## src/i2p_pkg.sv

```systemverilog
// ----------------------------------------------------------------------------
// i2p_pkg
// Shared types, token and result codes, stack sizes and the operator priority
// table for the infix to postfix converter.
// ----------------------------------------------------------------------------
`default_nettype none

package i2p_pkg;

	// Stack sizes
	localparam int STACK_DEPTH = 32;
	localparam int FUNC_DEPTH  = 16;
	localparam int OP_ADDR_W   = $clog2(STACK_DEPTH);
	localparam int OP_CNT_W    = $clog2(STACK_DEPTH + 1);
	localparam int FN_ADDR_W   = $clog2(FUNC_DEPTH);
	localparam int FN_CNT_W    = $clog2(FUNC_DEPTH + 1);

	// Field widths
	localparam int KIND_W  = 4;
	localparam int OP_W    = 5;
	localparam int FUNC_W  = 3;
	localparam int VALUE_W = 64;
	localparam int OKIND_W = 3;
	localparam int ERR_W   = 2;
	localparam int NEST_W  = 6;
	localparam int PRIO_W  = 3;

	// Input token kinds
	localparam logic [KIND_W-1:0] KIND_VAR    = 4'd0;
	localparam logic [KIND_W-1:0] KIND_CONST  = 4'd1;
	localparam logic [KIND_W-1:0] KIND_BINOP  = 4'd2;
	localparam logic [KIND_W-1:0] KIND_PREFIX = 4'd3;
	localparam logic [KIND_W-1:0] KIND_OPEN   = 4'd4;
	localparam logic [KIND_W-1:0] KIND_CLOSE  = 4'd5;
	localparam logic [KIND_W-1:0] KIND_COMMA  = 4'd6;
	localparam logic [KIND_W-1:0] KIND_FUNC   = 4'd7;
	localparam logic [KIND_W-1:0] KIND_END    = 4'd8;

	// Result kinds
	localparam logic [OKIND_W-1:0] OUT_LOAD_VAR   = 3'd0;
	localparam logic [OKIND_W-1:0] OUT_LOAD_CONST = 3'd1;
	localparam logic [OKIND_W-1:0] OUT_OPERATION  = 3'd2;
	localparam logic [OKIND_W-1:0] OUT_CALL       = 3'd3;
	localparam logic [OKIND_W-1:0] OUT_END        = 3'd4;

	// Error codes
	localparam logic [ERR_W-1:0] ERR_NONE    = 2'd0;
	localparam logic [ERR_W-1:0] ERR_OP_FULL = 2'd1;
	localparam logic [ERR_W-1:0] ERR_FUNC    = 2'd2;
	localparam logic [ERR_W-1:0] ERR_NEST    = 2'd3;

	// Stack entry codes beyond the operators
	localparam logic [OP_W-1:0] OP_MAX    = 5'd19;
	localparam logic [OP_W-1:0] OPEN_MARK = 5'd20;
	localparam logic [OP_W-1:0] FUNC_MARK = 5'd21;

	localparam logic [NEST_W-1:0] NEST_MAX = 6'd63;

	// Sequencer states
	typedef enum logic [3:0] {
		ST_IDLE,
		ST_DISP,
		ST_RD,
		ST_CHK,
		ST_FRD,
		ST_FEMIT,
		ST_PUSH,
		ST_CNEST,
		ST_END,
		ST_DONE
	} state_t;

	// What the pop loop is working for
	typedef enum logic [2:0] {
		MODE_BINOP,
		MODE_CLOSE,
		MODE_CLOSE_FN,
		MODE_COMMA,
		MODE_FLUSH
	} mode_t;

	typedef struct packed {
		logic [OKIND_W-1:0] kind;
		logic [OP_W-1:0]    op;
		logic [FUNC_W-1:0]  func;
		logic [VALUE_W-1:0] value;
		logic [ERR_W-1:0]   err;
	} result_t;

	typedef struct packed {
		logic    v;
		result_t r;
	} emit_t;

	typedef struct packed {
		logic                 we;
		logic [OP_ADDR_W-1:0] waddr;
		logic [OP_W-1:0]      wdata;
		logic                 re;
		logic [OP_ADDR_W-1:0] raddr;
	} op_ram_req_t;

	typedef struct packed {
		logic                 we;
		logic [FN_ADDR_W-1:0] waddr;
		logic [FUNC_W-1:0]    wdata;
		logic                 re;
		logic [FN_ADDR_W-1:0] raddr;
	} fn_ram_req_t;

	// Operator priority; function marker binds tightest, open paren lowest
	function automatic logic [PRIO_W-1:0] op_prio(input logic [OP_W-1:0] e);
		logic [PRIO_W-1:0] p;
		begin
			case (e)
				5'd0:  p = 3'd0;
				5'd1,  5'd2: p = 3'd1;
				5'd3,  5'd4,  5'd5: p = 3'd2;
				5'd6,  5'd7: p = 3'd3;
				5'd8,  5'd9,  5'd10: p = 3'd4;
				5'd11: p = 3'd5;
				5'd12, 5'd13, 5'd14, 5'd15,
				5'd16, 5'd17, 5'd18, 5'd19: p = 3'd6;
				FUNC_MARK: p = 3'd7;
				default: p = 3'd0;
			endcase
			return p;
		end
	endfunction

endpackage

`default_nettype wire

```

## src/i2p_ram.sv

```systemverilog
// ----------------------------------------------------------------------------
// i2p_ram
// Generic single write port, single read port RAM with registered read data.
// ----------------------------------------------------------------------------
`default_nettype none

module i2p_ram #(
	parameter int WIDTH = 8,
	parameter int DEPTH = 16
) (
	input  wire logic                     clk,
	input  wire logic                     we,
	input  wire logic [$clog2(DEPTH)-1:0] waddr,
	input  wire logic [WIDTH-1:0]         wdata,
	input  wire logic                     re,
	input  wire logic [$clog2(DEPTH)-1:0] raddr,
	output logic      [WIDTH-1:0]         rdata
);

	logic [WIDTH-1:0] mem [DEPTH];

	// write port
	always_ff @(posedge clk) begin
		if (we) begin
			mem[waddr] <= wdata;
		end
	end

	// read port, data held until the next read
	always_ff @(posedge clk) begin
		if (re) begin
			rdata <= mem[raddr];
		end
	end

endmodule

`default_nettype wire

```

## src/i2p_out.sv

```systemverilog
// ----------------------------------------------------------------------------
// i2p_out
// Result buffer: one pending word plus the output register. A word is held
// back until the next one arrives or the token finishes, so the final word of
// a token can carry its last flag.
// ----------------------------------------------------------------------------
`default_nettype none

module i2p_out
	import i2p_pkg::*;
(
	input  wire logic    clk,
	input  wire logic    arst_n,
	input  wire emit_t   emit,
	input  wire logic    fin,
	output logic         slot_ok,
	output logic         out_valid,
	input  wire logic    out_ready,
	output result_t      res,
	output logic         res_last
);

	logic    pend_v_q;
	result_t pend_q;
	logic    out_valid_q;
	result_t out_q;
	logic    last_q;
	logic    out_free;

	// output register empty or being drained this cycle
	assign out_free = !out_valid_q || out_ready;
	assign slot_ok  = !pend_v_q || out_free;

	// control
	always_ff @(posedge clk or negedge arst_n) begin
		if (!arst_n) begin
			pend_v_q    <= 1'b0;
			out_valid_q <= 1'b0;
		end else if (emit.v && slot_ok) begin
			pend_v_q <= 1'b1;
			if (pend_v_q) begin
				out_valid_q <= 1'b1;
			end else if (out_ready) begin
				out_valid_q <= 1'b0;
			end
		end else if (fin && pend_v_q && out_free) begin
			pend_v_q    <= 1'b0;
			out_valid_q <= 1'b1;
		end else if (out_ready) begin
			out_valid_q <= 1'b0;
		end
	end

	// payload
	always_ff @(posedge clk) begin
		if (emit.v && slot_ok) begin
			pend_q <= emit.r;
			if (pend_v_q) begin
				out_q  <= pend_q;
				last_q <= 1'b0;
			end
		end else if (fin && pend_v_q && out_free) begin
			out_q  <= pend_q;
			last_q <= 1'b1;
		end
	end

	assign out_valid = out_valid_q;
	assign res       = out_q;
	assign res_last  = last_q;

endmodule

`default_nettype wire

```

## src/i2p_ctrl.sv

```systemverilog
// ----------------------------------------------------------------------------
// i2p_ctrl
// Token sequencer: keeps the stack counters and the nesting level, walks the
// operator stack memory one entry at a time and issues result words.
// ----------------------------------------------------------------------------
`default_nettype none

module i2p_ctrl
	import i2p_pkg::*;
(
	input  wire logic               clk,
	input  wire logic               arst_n,
	input  wire logic               in_valid,
	output logic                    in_ready,
	input  wire logic [KIND_W-1:0]  token_kind,
	input  wire logic [OP_W-1:0]    op_code,
	input  wire logic [FUNC_W-1:0]  func_index,
	input  wire logic [VALUE_W-1:0] operand_value,
	output op_ram_req_t             op_req,
	input  wire logic [OP_W-1:0]    op_rdata,
	output fn_ram_req_t             fn_req,
	input  wire logic [FUNC_W-1:0]  fn_rdata,
	output emit_t                   emit,
	output logic                    fin,
	input  wire logic               slot_ok
);

	state_t               state_q, state_d;
	mode_t                mode_q, mode_d;
	logic [KIND_W-1:0]    kind_q;
	logic [OP_W-1:0]      code_q;
	logic [FUNC_W-1:0]    func_q;
	logic [VALUE_W-1:0]   value_q;
	logic [OP_CNT_W-1:0]  op_cnt_q, op_cnt_d;
	logic [FN_CNT_W-1:0]  fn_cnt_q, fn_cnt_d;
	logic [NEST_W-1:0]    nest_q, nest_d;
	logic [OP_CNT_W-1:0]  op_top;
	logic [FN_CNT_W-1:0]  fn_top;
	logic [NEST_W-1:0]    nest_dec;
	logic                 op_full;
	logic                 fn_full;
	logic                 top_is_open;
	logic                 top_is_func;
	state_t               after_pop;

	assign op_top      = op_cnt_q - OP_CNT_W'(1);
	assign fn_top      = fn_cnt_q - FN_CNT_W'(1);
	assign nest_dec    = (nest_q != '0) ? nest_q - NEST_W'(1) : '0;
	assign op_full     = (op_cnt_q == OP_CNT_W'(STACK_DEPTH));
	assign fn_full     = (fn_cnt_q == FN_CNT_W'(FUNC_DEPTH));
	assign top_is_open = (op_rdata == OPEN_MARK);
	assign top_is_func = (op_rdata == FUNC_MARK);
	assign after_pop   = (mode_q == MODE_CLOSE_FN) ? ST_CNEST : ST_RD;

	// state and counters
	always_ff @(posedge clk or negedge arst_n) begin
		if (!arst_n) begin
			state_q  <= ST_IDLE;
			mode_q   <= MODE_BINOP;
			op_cnt_q <= '0;
			fn_cnt_q <= '0;
			nest_q   <= NEST_W'(1);
		end else begin
			state_q  <= state_d;
			mode_q   <= mode_d;
			op_cnt_q <= op_cnt_d;
			fn_cnt_q <= fn_cnt_d;
			nest_q   <= nest_d;
		end
	end

	// token capture
	always_ff @(posedge clk) begin
		if (in_valid && in_ready) begin
			kind_q  <= token_kind;
			code_q  <= op_code;
			func_q  <= func_index;
			value_q <= operand_value;
		end
	end

	// next state, memory requests and result words
	always_comb begin
		state_d  = state_q;
		mode_d   = mode_q;
		op_cnt_d = op_cnt_q;
		fn_cnt_d = fn_cnt_q;
		nest_d   = nest_q;
		in_ready = 1'b0;
		fin      = 1'b0;
		op_req   = '0;
		fn_req   = '0;
		emit     = '0;

		case (state_q)
			ST_IDLE: begin
				in_ready = 1'b1;
				if (in_valid) begin
					state_d = ST_DISP;
				end
			end

			ST_DISP: begin
				case (kind_q)
					KIND_VAR, KIND_CONST: begin
						if (slot_ok) begin
							emit.v       = 1'b1;
							emit.r.kind  = (kind_q == KIND_VAR) ? OUT_LOAD_VAR : OUT_LOAD_CONST;
							emit.r.value = value_q;
							state_d      = ST_DONE;
						end
					end
					KIND_BINOP: begin
						mode_d  = MODE_BINOP;
						state_d = (code_q > OP_MAX) ? ST_DONE : ST_RD;
					end
					KIND_PREFIX: begin
						state_d = (code_q > OP_MAX) ? ST_DONE : ST_PUSH;
					end
					KIND_OPEN: begin
						if (nest_q >= NEST_MAX) begin
							if (slot_ok) begin
								emit.v      = 1'b1;
								emit.r.kind = OUT_END;
								emit.r.err  = ERR_NEST;
								op_cnt_d    = '0;
								fn_cnt_d    = '0;
								nest_d      = NEST_W'(1);
								state_d     = ST_DONE;
							end
						end else begin
							state_d = ST_PUSH;
						end
					end
					KIND_CLOSE: begin
						mode_d  = MODE_CLOSE;
						state_d = ST_RD;
					end
					KIND_COMMA: begin
						mode_d  = MODE_COMMA;
						state_d = ST_RD;
					end
					KIND_FUNC: begin
						state_d = ST_PUSH;
					end
					KIND_END: begin
						if (nest_q != NEST_W'(1)) begin
							if (slot_ok) begin
								emit.v      = 1'b1;
								emit.r.kind = OUT_END;
								emit.r.err  = ERR_NEST;
								op_cnt_d    = '0;
								fn_cnt_d    = '0;
								nest_d      = NEST_W'(1);
								state_d     = ST_DONE;
							end
						end else begin
							mode_d  = MODE_FLUSH;
							state_d = ST_RD;
						end
					end
					default: begin
						state_d = ST_DONE;
					end
				endcase
			end

			// fetch the top entry, or leave the loop on an empty stack
			ST_RD: begin
				if (op_cnt_q == '0) begin
					case (mode_q)
						MODE_BINOP:    state_d = ST_PUSH;
						MODE_CLOSE:    state_d = ST_CNEST;
						MODE_CLOSE_FN: state_d = ST_CNEST;
						MODE_COMMA:    state_d = ST_DONE;
						MODE_FLUSH:    state_d = ST_END;
						default:       state_d = ST_DONE;
					endcase
				end else begin
					op_req.re    = 1'b1;
					op_req.raddr = op_top[OP_ADDR_W-1:0];
					state_d      = ST_CHK;
				end
			end

			// decide on the top entry: stop, or pop it
			ST_CHK: begin
				if ((mode_q == MODE_BINOP) &&
					(top_is_open || (op_prio(op_rdata) < op_prio(code_q)))) begin
					state_d = ST_PUSH;
				end else if ((mode_q == MODE_CLOSE) && top_is_open) begin
					op_cnt_d = op_top;
					mode_d   = MODE_CLOSE_FN;
					state_d  = ST_RD;
				end else if ((mode_q == MODE_COMMA) && top_is_open) begin
					state_d = ST_DONE;
				end else if ((mode_q == MODE_CLOSE_FN) && !top_is_func) begin
					state_d = ST_CNEST;
				end else if (top_is_func) begin
					if (fn_cnt_q == '0) begin
						if (slot_ok) begin
							emit.v      = 1'b1;
							emit.r.kind = OUT_END;
							emit.r.err  = ERR_FUNC;
							op_cnt_d    = '0;
							fn_cnt_d    = '0;
							nest_d      = NEST_W'(1);
							state_d     = ST_DONE;
						end
					end else begin
						op_cnt_d = op_top;
						state_d  = ST_FRD;
					end
				end else if (op_rdata < OPEN_MARK) begin
					if (slot_ok) begin
						emit.v      = 1'b1;
						emit.r.kind = OUT_OPERATION;
						emit.r.op   = op_rdata;
						op_cnt_d    = op_top;
						state_d     = after_pop;
					end
				end else begin
					// parenthesis dropped silently
					op_cnt_d = op_top;
					state_d  = after_pop;
				end
			end

			ST_FRD: begin
				fn_req.re    = 1'b1;
				fn_req.raddr = fn_top[FN_ADDR_W-1:0];
				fn_cnt_d     = fn_top;
				state_d      = ST_FEMIT;
			end

			ST_FEMIT: begin
				if (slot_ok) begin
					emit.v      = 1'b1;
					emit.r.kind = OUT_CALL;
					emit.r.func = fn_rdata;
					state_d     = after_pop;
				end
			end

			ST_CNEST: begin
				nest_d = nest_dec;
				if (nest_dec == '0) begin
					mode_d  = MODE_FLUSH;
					state_d = ST_RD;
				end else begin
					state_d = ST_DONE;
				end
			end

			ST_END: begin
				if (slot_ok) begin
					emit.v      = 1'b1;
					emit.r.kind = OUT_END;
					emit.r.err  = ERR_NONE;
					op_cnt_d    = '0;
					fn_cnt_d    = '0;
					nest_d      = NEST_W'(1);
					state_d     = ST_DONE;
				end
			end

			ST_PUSH: begin
				if ((kind_q == KIND_FUNC) && fn_full) begin
					if (slot_ok) begin
						emit.v      = 1'b1;
						emit.r.kind = OUT_END;
						emit.r.err  = ERR_FUNC;
						op_cnt_d    = '0;
						fn_cnt_d    = '0;
						nest_d      = NEST_W'(1);
						state_d     = ST_DONE;
					end
				end else if (op_full) begin
					if (slot_ok) begin
						emit.v      = 1'b1;
						emit.r.kind = OUT_END;
						emit.r.err  = ERR_OP_FULL;
						op_cnt_d    = '0;
						fn_cnt_d    = '0;
						nest_d      = NEST_W'(1);
						state_d     = ST_DONE;
					end
				end else begin
					op_req.we    = 1'b1;
					op_req.waddr = op_cnt_q[OP_ADDR_W-1:0];
					op_cnt_d     = op_cnt_q + OP_CNT_W'(1);
					case (kind_q)
						KIND_OPEN: begin
							op_req.wdata = OPEN_MARK;
							nest_d       = nest_q + NEST_W'(1);
						end
						KIND_FUNC: begin
							op_req.wdata = FUNC_MARK;
							fn_req.we    = 1'b1;
							fn_req.waddr = fn_cnt_q[FN_ADDR_W-1:0];
							fn_req.wdata = func_q;
							fn_cnt_d     = fn_cnt_q + FN_CNT_W'(1);
						end
						default: begin
							op_req.wdata = code_q;
						end
					endcase
					state_d = ST_DONE;
				end
			end

			// release the held word with its last flag
			ST_DONE: begin
				fin = 1'b1;
				if (slot_ok) begin
					state_d = ST_IDLE;
				end
			end

			default: begin
				state_d = ST_IDLE;
			end
		endcase
	end

endmodule

`default_nettype wire

```

## src/infix_to_postfix_converter_core.sv

```systemverilog
// ----------------------------------------------------------------------------
// infix_to_postfix_converter_core
// Shunting-yard converter from lexed tokens to postfix operation words.
// Tokens are taken one at a time: the next is accepted only once the sequencer
//   is back in idle. A load token's word goes to the pending slot and reaches
//   the output register when its token finishes. Each stack entry examined
//   takes a read and a decide step, and a popped function marker also takes an
//   index read; a stalled output holds the sequencer.
// Reset: stack counts clear, nesting level goes to one, output is empty; the
//   stack memories are not cleared.
// ----------------------------------------------------------------------------
`default_nettype none

module infix_to_postfix_converter_core
	import i2p_pkg::*;
(
	input  wire logic               clk,
	input  wire logic               arst_n,
	input  wire logic               in_valid,
	output logic                    in_ready,
	input  wire logic [KIND_W-1:0]  token_kind,
	input  wire logic [OP_W-1:0]    op_code,
	input  wire logic [FUNC_W-1:0]  func_index,
	input  wire logic [VALUE_W-1:0] operand_value,
	output logic                    out_valid,
	input  wire logic               out_ready,
	output logic [OKIND_W-1:0]      out_kind,
	output logic [OP_W-1:0]         out_op,
	output logic [FUNC_W-1:0]       out_func,
	output logic [VALUE_W-1:0]      out_value,
	output logic                    last,
	output logic [ERR_W-1:0]        error
);

	op_ram_req_t          op_req;
	fn_ram_req_t          fn_req;
	logic [OP_W-1:0]      op_rdata;
	logic [FUNC_W-1:0]    fn_rdata;
	emit_t                emit;
	logic                 fin;
	logic                 slot_ok;
	result_t              res;

	// operator stack
	i2p_ram #(
		.WIDTH (OP_W),
		.DEPTH (STACK_DEPTH)
	) u_op_ram (
		.clk   (clk),
		.we    (op_req.we),
		.waddr (op_req.waddr),
		.wdata (op_req.wdata),
		.re    (op_req.re),
		.raddr (op_req.raddr),
		.rdata (op_rdata)
	);

	// function index stack
	i2p_ram #(
		.WIDTH (FUNC_W),
		.DEPTH (FUNC_DEPTH)
	) u_fn_ram (
		.clk   (clk),
		.we    (fn_req.we),
		.waddr (fn_req.waddr),
		.wdata (fn_req.wdata),
		.re    (fn_req.re),
		.raddr (fn_req.raddr),
		.rdata (fn_rdata)
	);

	// sequencer
	i2p_ctrl u_ctrl (
		.clk           (clk),
		.arst_n        (arst_n),
		.in_valid      (in_valid),
		.in_ready      (in_ready),
		.token_kind    (token_kind),
		.op_code       (op_code),
		.func_index    (func_index),
		.operand_value (operand_value),
		.op_req        (op_req),
		.op_rdata      (op_rdata),
		.fn_req        (fn_req),
		.fn_rdata      (fn_rdata),
		.emit          (emit),
		.fin           (fin),
		.slot_ok       (slot_ok)
	);

	// result buffer and output register
	i2p_out u_out (
		.clk       (clk),
		.arst_n    (arst_n),
		.emit      (emit),
		.fin       (fin),
		.slot_ok   (slot_ok),
		.out_valid (out_valid),
		.out_ready (out_ready),
		.res       (res),
		.res_last  (last)
	);

	assign out_kind  = res.kind;
	assign out_op    = res.op;
	assign out_func  = res.func;
	assign out_value = res.value;
	assign error     = res.err;

endmodule

`default_nettype wire
```

## config.mk

```make
export PLATFORM = sky130hd
export DESIGN_NAME = infix_to_postfix_converter_core
export DESIGN_NICKNAME = d
export VERILOG_FILES = /design/src/i2p_pkg.sv /design/src/i2p_ram.sv /design/src/i2p_out.sv /design/src/i2p_ctrl.sv /design/src/infix_to_postfix_converter_core.sv
export SDC_FILE = /design/constraint.sdc
export NUM_CORES = 1
export LEC_CHECK = 0
export ABC_CLOCK_PERIOD_IN_PS = 11270
export BUFFER_PORTS_ARGS = -buffer_cell sky130_fd_sc_hd__buf_2
export CORE_ASPECT_RATIO = 1.25
export CORE_UTILIZATION = 64
export CTS_CLUSTER_SIZE = 12
export DETAILED_ROUTE_END_ITERATION = 12
export GPL_TIMING_DRIVEN = 1
export PLACE_DENSITY = 0.85
export SYNTH_ARGS = -nofsm -noshare
export SYNTH_HDL_FRONTEND = slang
export SYNTH_HIERARCHICAL = 1
export SYNTH_SLANG_ARGS = --single-unit
```

## constraint.sdc

```tcl
create_clock -name clk -period 11.27 [get_ports clk]
set_input_delay 3.381 -clock clk [delete_from_list [all_inputs] [get_ports clk]]
set_output_delay 3.381 -clock clk [all_outputs]
set_load 0.005 [all_outputs]
```

======== Word-level counts from Yosys, hierarchy flattened ========
Memory sizes are Yosys's and may differ from the RTL's. A register that Yosys moved wholly into a read port is not among the register bits.
Index checks and enable logic that the tools add are counted.
operators by class
  add/sub/neg operators ................... 6
  order comparisons ....................... 4
  eq/ne operators ......................... 47
  mux-type cells .......................... 139
  bitwise operators ....................... 3
  reduce and logical (&&, ||, !) cells .... 39
operators with widths
  kind                  count
  $mux W77              3
  $mux W6               28
  $mux W4               28
  $mux W5               15
  $mux W9               6
  $pmux W4 S10          1
  $mux W11              3
  $eq A4 B3 Y1 const B  8
  $mux W8               4
  $pmux W6 S5           1
  $pmux W4 S7           1
  $pmux W5 S5           1
  $mux W2               12
  $pmux W4 S3           2
  $pmux W6 S2           2
  $pmux W6 S4           1
  $reduce_and A11 Y1    2
  $mux W3               7
  $pmux W4 S5           1
  $pmux W5 S2           2
  $mux W1               17
  $eq A4 B2 Y1 const B  4
  $eq A5 B5 Y1 const B  3
  $ne A3 B2 Y1 const B  5
  44 further kinds      81
storage, ports and cells
  register bits after elaboration ......... 257
  RAM bits ................................ 208
  ROM bits ................................ 192
  bits of input ports ..................... 80
  word-level logic and storage cells ...... 264
  memories kept ........................... 4
memory list
  name             words  bits a word  rd ports  clocked after Yosys merged registers in  wr ports  RTL line        source
  u_op_ram.mem     32     5            1         1                                        1         i2p_ram.sv:20   logic [WIDTH-1:0] mem [DEPTH];
  (no name shown)  32     3            1         0                                        0         i2p_pkg.sv:115  case (e)
  (no name shown)  32     3            1         1                                        0         i2p_pkg.sv:115
  u_fn_ram.mem     16     3            1         1                                        1         i2p_ram.sv:20

======== Logic depth before layout (Yosys ltp) ========
Gate-level depths: netlist (run 1).
  depth in word-level cells ............... 14
  depth in mapped cells ................... 13

======== By module ========
The synthesis (run 1) kept the hierarchy.
by module, submodules not included
  module              instances  cells each  area an instance (sq um)
  i2p_ram (u_op_ram)  1          277         6394.9
  i2p_ctrl            1          647         6332.3
  i2p_out             1          167         4757.1
  i2p_ram (u_fn_ram)  1          103         2042.0

======== Worst setup path after synthesis (run 1) ========
Ideal clock, no wire load.
  path type ............................... input to register
  from .................................... input out_ready
  to ...................................... register u_out.out_q (netlist bit u_out/res[0]) (enable)
  data arrival time ....................... 8179 ps
  required time ........................... 10746 ps
  path slack .............................. 2567 ps
  cell stages on the path ................. 7
  cell sequence ........................... nand3b_1 > clkbuf_1 > nand3_1 > nor4_1 > a2111o_1 > o21ai_1 > nor2b_1
RTL lines
  what                  RTL line                               source
  start, declared       infix_to_postfix_converter_core.sv:26  input wire logic out_ready,
  end signal, assigned  i2p_out.sv:59                          out_q <= pend_q;
  end signal, assigned  i2p_out.sv:63                          out_q <= pend_q;
  end, declared         i2p_out.sv:26                          result_t out_q;

==> impl_metrics.ini, run 1 <==
[status]
status = finished clean

[final_layout]
fin_nets = 1456
area_delta_synth_final_pct = 13.0
multi_input_area_um2 = 5070
drive_above_1_share = 0.232
register_area_um2 = 14100
nFillCells = 1790
stdcell_area_um2 = 22100

[synthesis]
syn_nets = 1290
syn_inst = 1194
synth_flop_cell = edfxtp_1
synth_edf_count = 447
synth_top_area_frac = 0.687
ys_seq_area_frac = 0.724
yosysMostFrequentCell = edfxtp_1
synth_area_leaders = edfxtp_1 69%, mux4_2 6.2%, dfrtp_1 3.2%
syn_area_um2 = 19500
synth-seq-cells = 476
async_flop_share = 0.0546
yosys_warnings = 6
synth_area_leader_cell = edfxtp_1
synth.lib_cells_used.distinct = 86
avgSynthCellArea_um2 = 16.4
synth_commonest_cells = 447 x edfxtp_1, 103 x nor2_1, 78 x and2_1

[pwr]
switching_share = 0.288
p_sw_uw = 1430
power.density_nw_per_um2 = 225
p_leak_uw = 0.00739
seqPwrFrac = 0.507
irDropWorstVdd_uv = 157
combPwrFrac = 0.213
p_int_uw = 3540
clkPwrFrac = 0.280

[critical_path]
r2r_end = u_op_ram/rdata[0]
r2r-start = u_ctrl/op_cnt_q[0]
critPathLaunchType = input port
arrival_ps = 6020
path_max_fanout = 78
path_cells = buf_2 > nand3b_1 > buf_4 > inv_1 > nor3_1 > a2111o_1 > o21ai_1 > nor2b_4 > buf_4
slowest_delay_ps = 720
r2r_slack_ps = 6590
crit_type = in -> reg
required_ps = 11440
r2r_cells = 9
cp-end-kind = flip-flop
crit_slowest_cell = buf_4
cp_common_cell = buf_4

[global_routing]
busiest_layer = met2
antenna_found_initial = 1
first_global_vias = 11106
met3_usage = 0.0445
met2_usage = 0.469
overflow = 0
grt_use_total = 0.269
met1_usage = 0.340
grt_max_degree = 79
grt_pass1_wl_mm = 62.3

[clock_tree]
ctsHoldBuffers = 0
cts_root_buf = clkbuf_16
cts_tree = yes
post_cts_buffers = 0
clock_path_buffers = 3
cts.sinks = 476
htree_num_levels = 2
ctsResizeCount = 0
clock_latency_ps = 560
numCtsBuffers = 47
clk_pin_slew_worst_paths_ps = 60

[timing]
clock.fmax_mhz = 171
finalSetupViolCount = 0
period_share = 0.519
tns_ps = 0
slew_headroom = 0.0636
rsz0062_at_grt = false
worstMarginPinSlew_ps = 1400
drv_slew = 0
period_needed_ps = 5850
fin_worst_skew_ps = 13.3
finalHoldViolations = 0

[drt]
wl_mm = 40.9
drt_iter0_drc = 1060
ant_nets = 0
first_pass_iters = 7
routed_via_density = 6.27
wl_per_cell_um = 22.8
drc = 0
vias = 11253

[die]
fp.dieW_um = 158
rows = 71
die_h_um = 197
ios = 160
start_util = 0.650
design.core.area_um2 = 30000
dieArea_um2 = 31200

[hold_path]
hold_path.class = reg -> reg
whs_endpoint = u_out/res[6]
whs_path_depth = 0
hold_path_startpoint = u_out/pend_q[6]

[placed_design]
gp_congestion = 0.912
dpl_cell_area_um2 = 20700
io_buffers = 159
hpwl_mm = 26.9

[job]
max-cap-violations = 0
sequential cells by signal (all words and copies together), names as in the netlist, named ones only:
| register | count |
|---|---|
| u_ctrl/func_q | 3 |
| u_ctrl/nest_q | 6 |
| u_out/res_last | 1 |
| u_ctrl/kind_q | 4 |
| u_op_ram/rdata | 5 |
| u_fn_ram/mem | 48 |
| u_fn_ram/rdata | 3 |
| u_ctrl/state_q | 4 |
| u_out/pend_q | 77 |
| u_out/out_valid | 1 |
| u_ctrl/op_cnt_q | 6 |
| u_out/pend_v_q | 1 |
| u_ctrl/code_q | 5 |
| u_ctrl/fn_cnt_q | 5 |
| u_ctrl/mode_q | 3 |
| u_op_ram/mem | 160 |
| u_ctrl/value_q | 64 |
| u_out/res | 77 |
worst max path at each step:
stage / to / start / slack (ps)
floorplan: u_out/res[0] / out_ready / 2570
global route: u_out/res[14] / out_ready / 5190
finish: u_out/res[14] / out_ready / 5420
detailed placement: u_out/res[27] / out_ready / 4870
global placement: u_out/res[26] / out_ready / 5000
CTS: u_out/res[14] / out_ready / 5440
power groups by stage:
stage | Clock [uW] | Sequential (uW) | Combinational, uW
2_1_floorplan | 0 | 2500 | 730
3_3_place_gp | 0 | 2530 | 1010
3_5_place_dp | 0 | 2550 | 1040
4_1_cts | 1420 | 2520 | 1050
5_1_grt | 1480 | 2560 | 1160
6_report | 1390 | 2520 | 1060
layout by cell type (no fill, tap or decap), types with 4 or more instances in the layout:
cell	synthesis	routed
nand4b_1	6	6
xnor2_1	5	5
and3_1	12	12
mux4_1	8	8
nor2b_1	9	8
nor2_1	103	102
nand3_1	23	23
mux2i_1	8	8
o31ai_1	7	7
clkbuf_1	40	24
a31oi_1	8	8
and2_1	78	77
or3b_2	5	5
a211oi_1	9	9
edfxtp_1	447	447
o22ai_1	5	5
a22oi_1	6	6
nand2_1	43	43
nand3b_1	12	12
a21o_1	4	4
nor3b_1	4	4
o21ai_0	41	41
o211ai_1	6	6
ha_1	16	16
mux4_2	54	54
mux2_2	11	11
buf_2	9	159
dfrtp_1	25	25
buf_4	4	14
nand2b_1	9	9
o2bb2ai_1	4	4
clkbuf_16	0	47
a21oi_1	31	30
clkinv_2	0	4
inv_1	27	26
o21a_1	10	10
nor3_1	21	21
o221ai_1	7	7
worst max-delay path: cells and delay by family:
family | cells | cell delay, ps
buffers and inverters | 4 | 1370
and+or+nand+nor | 3 | 790
AOI/OAI and AO/OA | 2 | 390
layer usage:
metal,share of wire,routed length [um],up-vias
met5,0,0,-
li1,-,-,4990
met4,0.032,1290,0
met2,0.52,21200,527
met1,0.38,15500,5631
met3,0.072,2960,105
logic make-up after synthesis:
| group | synth area share |
|---|---|
| multiplexers | 0.0835 |
| AO/OA/AOI/OAI | 0.0606 |
| AND/OR/NAND/NOR | 0.101 |
| buffers and inverters | 0.0181 |
| flip-flops | 0.724 |
| adder cells (fa/ha/maj) | 0.0103 |
| XOR/XNOR | 0.00269 |
cell type report:
cell class,count,share of cell area
repair buffers,173,0.0408
flip-flops and latches,476,0.640
diodes,2,0.000227
clock inverters,7,0.00255
inverters,27,0.00465
clock buffers,73,0.0586
multi-input cells,635,0.230
well taps,401,0.0227
stage by stage:
stage          setup WS (ps)  power (uW)  std cells  hold slack [ps]  utilization
6_report                5420        4980       1794              417        0.735
5_1_grt                 5190        5200       1793              419        0.735
2_1_floorplan           2570        3230       1194              400            -
3_5_place_dp            4870        3590       1712              405        0.690
3_3_place_gp            5000        3540       1712              400        0.690
4_1_cts                 5440        4990       1792              419        0.735
No activity file was read; power rests on OpenSTA's default activity.
==> run 2, diff against run 1 <==
--- a/config.mk
+++ b/config.mk
@@ -5,14 +5,14 @@
 export SDC_FILE = /design/constraint.sdc
 export NUM_CORES = 1
 export LEC_CHECK = 0
-export ABC_CLOCK_PERIOD_IN_PS = 11270
+export ABC_CLOCK_PERIOD_IN_PS = 5500
 export BUFFER_PORTS_ARGS = -buffer_cell sky130_fd_sc_hd__buf_2
 export CORE_ASPECT_RATIO = 1.25
-export CORE_UTILIZATION = 64
+export CORE_UTILIZATION = 60
 export CTS_CLUSTER_SIZE = 12
 export DETAILED_ROUTE_END_ITERATION = 12
 export GPL_TIMING_DRIVEN = 1
-export PLACE_DENSITY = 0.85
+export PLACE_DENSITY = 0.81
 export SYNTH_ARGS = -nofsm -noshare
 export SYNTH_HDL_FRONTEND = slang
 export SYNTH_HIERARCHICAL = 1
==> constraint.sdc (replaced) <==
create_clock -name clk -period 5.5 [get_ports clk]
set_input_delay 1.65 -clock clk [delete_from_list [all_inputs] [get_ports clk]]
set_output_delay 1.65 -clock clk [all_outputs]
set_load 0.005 [all_outputs]
==> impl_metrics.ini, run 2 (synthesis results as in run 1) <==
[die]
dieArea_um2 = 33300
ios = 160
start_util = 0.613
fp.dieW_um = 163
rows = 73
design.core.area_um2 = 31900
die_h_um = 204

[clock_tree]
cts.sinks = 476
ctsHoldBuffers = 0
clock_path_buffers = 3
numCtsBuffers = 47
htree_num_levels = 2
clk_pin_slew_worst_paths_ps = 60
post_cts_buffers = 0
clock_latency_ps = 580
cts_tree = yes
ctsResizeCount = 0
cts_root_buf = clkbuf_16

[drt]
routed_via_density = 6.23
wl_mm = 42.6
wl_per_cell_um = 23.5
drt_iter0_drc = 1187
first_pass_iters = 6
ant_nets = 0
vias = 11307
drc = 0

[placed_design]
hpwl_mm = 27.1
io_buffers = 159
dpl_cell_area_um2 = 20800
gp_congestion = 0.929

[timing]
period_needed_ps = 4540
period_share = 0.826
finalSetupViolCount = 0
rsz0062_at_grt = false
fin_worst_skew_ps = 25.9
tns_ps = 0
drv_slew = 0
finalHoldViolations = 0
worstMarginPinSlew_ps = 1270
clock.fmax_mhz = 220
slew_headroom = 0.154

[global_routing]
antenna_found_initial = 2
overflow = 0
grt_use_total = 0.262
grt_max_degree = 79
grt_pass1_wl_mm = 65.2
first_global_vias = 11330

[critical_path]
slowest_delay_ps = 630
cp_common_cell = inv_1
arrival_ps = 4750
required_ps = 5700
path_max_fanout = 23
path_cells = inv_1 > ha_1 > nor4b_1 > a22oi_1 > nand2_1 > inv_1 > and3_1 > or3b_2 > nor3_1
crit_type = reg -> reg
critPathLaunchType = flip-flop
cp-end-kind = flip-flop
crit_slowest_cell = nor4b_1

[final_layout]
fin_nets = 1460
stdcell_area_um2 = 22200
top_register = u_op_ram/mem
layout.cells.most_common = edfxtp_1
nFillCells = 1977
final_cell_mix = 447 x edfxtp_1, 159 x buf_2, 102 x nor2_1, 77 x and2_1, 54 x mux4_2
largest_register_ffs = 160
area_delta_synth_final_pct = 13.6
drive_above_1_share = 0.233
diodes = 0

[hold_path]
hold_path.class = reg -> reg

[status]
status = finished clean

[pwr]
power.density_nw_per_um2 = 467
irDropWorstVdd_uv = 350
p_leak_uw = 0.00742
total_power_uw = 10400

[job]
max-cap-violations = 0
-- run 2: final timing paths --
kind / start / endpoint / slack, ps / cells past startpoint
min: u_out/pend_q[22] / u_out/res[22] / 410 / 0
min in group asynchronous: arst_n / u_ctrl/fn_cnt_q[4] / 1130 / 1
max reg2reg: u_ctrl/op_cnt_q[0] / u_fn_ram/mem[0][0] / 960 / 9
min reg2reg: u_out/pend_q[22] / u_out/res[22] / 410 / 0
max in group asynchronous: arst_n / u_ctrl/mode_q[2] / 3890 / 1
max: u_ctrl/op_cnt_q[0] / u_fn_ram/mem[0][0] / 960 / 9
-- run 2: worst max-delay path, delay by kind of cell (launching register included) --
family,cells,cell delay [ps]
and+or+nand+nor,5,2460
buffers and inverters,2,670
DFF,1,490
AOI/OAI and AO/OA,1,340
adders and majority gates,1,200
-- run 2: per-stage QoR --
stage,util,setup WS [ps],hold WS (ps),std cells
floorplan,-,44.7,400,1194
global placement,0.652,1010,400,1727
detailed placement,0.652,951,405,1727
CTS,0.696,953,418,1814
global route,0.696,613,420,1814
finish,0.696,956,414,1814
-- run 2: per-layer routing --
metal | GRT usage | vias to the layer above | routed length, um
li1 | - | 5010 | -
met1 | 0.331 | 5669 | 16100
met2 | 0.450 | 528 | 22100
met3 | 0.0443 | 96 | 2950
met4 | 0.102 | 4 | 1430
met5 | 0 | - | 27
-- run 2: layout make-up --
class / count / area [um2] / share of cell area
sequential: 476 / 14100 / 0.637
clock buffer: 80 / 1310 / 0.0591
clock inverter: 7 / 103 / 0.00463
timing repair buffer: 177 / 943 / 0.0425
inverter: 27 / 103 / 0.00463
multi-input combinational: 635 / 5070 / 0.229
tap: 412 / 515 / 0.0232
-- run 2: report_power, final --
part	internal, uW	switching (uW)
combinational	833	1380
clock	1670	1290
sequential	4820	356
total	7330	3030
==> run 3, diff against run 2 <==
--- a/config.mk
+++ b/config.mk
@@ -5,7 +5,7 @@
 export SDC_FILE = /design/constraint.sdc
 export NUM_CORES = 1
 export LEC_CHECK = 0
-export ABC_CLOCK_PERIOD_IN_PS = 5500
+export ABC_CLOCK_PERIOD_IN_PS = 4700
 export BUFFER_PORTS_ARGS = -buffer_cell sky130_fd_sc_hd__buf_2
 export CORE_ASPECT_RATIO = 1.25
 export CORE_UTILIZATION = 60
==> constraint.sdc (replaced) <==
create_clock -name clk -period 4.7 [get_ports clk]
set_input_delay 1.41 -clock clk [delete_from_list [all_inputs] [get_ports clk]]
set_output_delay 1.41 -clock clk [all_outputs]
set_load 0.005 [all_outputs]
==> impl_metrics.ini, run 3 (synthesis results as in run 1) <==
[final_layout]
largest_register_ffs = 160
layout.cells.most_common = edfxtp_1
multi_input_area_um2 = 5070
final_cell_mix = 447 x edfxtp_1, 159 x buf_2, 102 x nor2_1, 77 x and2_1, 54 x mux4_2
register_area_um2 = 14100
nFillCells = 1965
top_register = u_op_ram/mem
fin_nets = 1473
fin_util = 0.697
area_delta_synth_final_pct = 13.8
drive_above_1_share = 0.240

[drt]
drc = 0
first_pass_iters = 5
drt_iter0_drc = 1138
ant_nets = 0
wl_mm = 41.6
wl_per_cell_um = 22.9
vias = 11222
routed_via_density = 6.17

[global_routing]
grt_pass1_wl_mm = 63.7
overflow = 0
first_global_vias = 11265
grt_max_degree = 79
grt_use_total = 0.255
antenna_found_initial = 0

[die]
rows = 73
fp.dieW_um = 163
die_h_um = 204
ios = 160
dieArea_um2 = 33300
design.core.area_um2 = 31900
start_util = 0.613

[clock_tree]
clock_path_buffers = 3
cts.sinks = 476
cts_tree = yes
ctsHoldBuffers = 0
numCtsBuffers = 46
clk_pin_slew_worst_paths_ps = 60
htree_num_levels = 2
cts_root_buf = clkbuf_16
ctsResizeCount = 0
post_cts_buffers = 0
clock_latency_ps = 570

[critical_path]
crit_start = u_op_ram/rdata[0]
crit_type = reg -> reg
crit_end = u_out/res[19]
path_max_fanout = 78
r2r-start = u_op_ram/rdata[0]
cp-end-kind = flip-flop
critPathLaunchType = flip-flop
arrival_ps = 4470
required_ps = 4890
r2r_slack_ps = 410
r2r_end = u_out/res[19]
r2r_cells = 13

[hold_path]
hold_path.class = reg -> reg

[timing]
period_share = 0.912
tns_ps = 0
finalHoldViolations = 0
period_needed_ps = 4290
clock.fmax_mhz = 233
rsz0062_at_grt = false
drv_slew = 0
fin_worst_skew_ps = 22.8
worstMarginPinSlew_ps = 1070
finalSetupViolCount = 0
slew_headroom = 0.286

[placed_design]
io_buffers = 159
gp_congestion = 0.968
hpwl_mm = 27.7

[pwr]
seqPwrFrac = 0.499
p_leak_uw = 0.00747
p_sw_uw = 3450
p_int_uw = 8530
clkPwrFrac = 0.279
power.density_nw_per_um2 = 539
switching_share = 0.288
combPwrFrac = 0.222
irDropWorstVdd_uv = 460

[status]
status = finished clean

[job]
max-cap-violations = 0
==> run 3: cell types whose count changed in the layout (fill, tap and decap cells not counted) <==
cell,delta
buf_4,+14
clkbuf_1,-9
clkinv_1,+2
clkbuf_16,-1
clkbuf_8,-1
clkinv_2,-1
clkinv_8,-1
clkinvlp_4,-1
diode_2,+1
inv_16,+1
==> run 3: metal layers <==
metal  share of wire  vias to the layer above  global-route usage
li1                -                     5028                   -
met1            0.38                     5537               0.323
met2            0.52                      565               0.440
met3           0.072                       92              0.0429
met4           0.034                        0              0.0988
met5               0                        -                   0
==> run 3: area by class of cell <==
| class | count | area share |
|---|---|---|
| Sequential cell | 476 | 0.636 |
| Clock buffer | 69 | 0.0557 |
| Antenna cell | 1 | 0.000113 |
| Tap cell | 412 | 0.0232 |
| Multi-Input combinational cell | 635 | 0.228 |
| Inverter | 27 | 0.00462 |
| Timing Repair Buffer | 191 | 0.0472 |
| Clock inverter | 7 | 0.00456 |
==> run 3: worst min-delay path by stage <==
stage | depth (start not counted) | endpoint | slack (ps) | start
final | 0 | u_out/res[62] | 410 | u_out/pend_q[62]
after global routing | 0 | u_out/res[62] | 420 | u_out/pend_q[62]
after CTS | 0 | u_out/res[2] | 420 | u_out/pend_q[2]
after detailed placement | 0 | u_out/res[21] | 400 | u_out/pend_q[21]
after global placement | 0 | u_out/res[43] | 400 | u_out/pend_q[43]
after floorplan | 0 | u_out/res[0] | 400 | u_out/pend_q[0]
==> run 3: power by group through the flow <==
stage / Combinational, uW / Clock [uW] / Sequential (uW)
final: 2660 / 3340 / 5970
after global routing: 2900 / 3550 / 6050
after detailed placement: 2630 / 0 / 6040
after CTS: 2650 / 3410 / 5970
after global placement: 2560 / 0 / 6010
after floorplan: 1760 / 0 / 5950
==> run 3: per-stage QoR <==
| step | area (um2) | instances | hold slack [ps] | worst slack [ps] | power [uW] |
|---|---|---|---|---|---|
| floorplan | 19500 | 1194 | 400 | 339 | 7710 |
| global placement | 20900 | 1741 | 400 | 582 | 8570 |
| detailed placement | 20900 | 1741 | 405 | 450 | 8670 |
| CTS | 22200 | 1817 | 418 | 425 | 12000 |
| global route | 22200 | 1817 | 420 | 96.7 | 12500 |
| finish | 22200 | 1818 | 414 | 414 | 12000 |
==> run 3: worst max-delay path, stage by stage (launching register included) <==
cell,delay (ps)
edfxtp_1,430
ha_1,240
o21ai_0,150
o21ai_0,110
o21a_1,130
ha_1,280
o21a_1,110
o21ai_0,170
o21a_1,300
o41ai_1,580
a2111o_1,320
o21ai_1,140
nor2b_4,130
buf_4,730
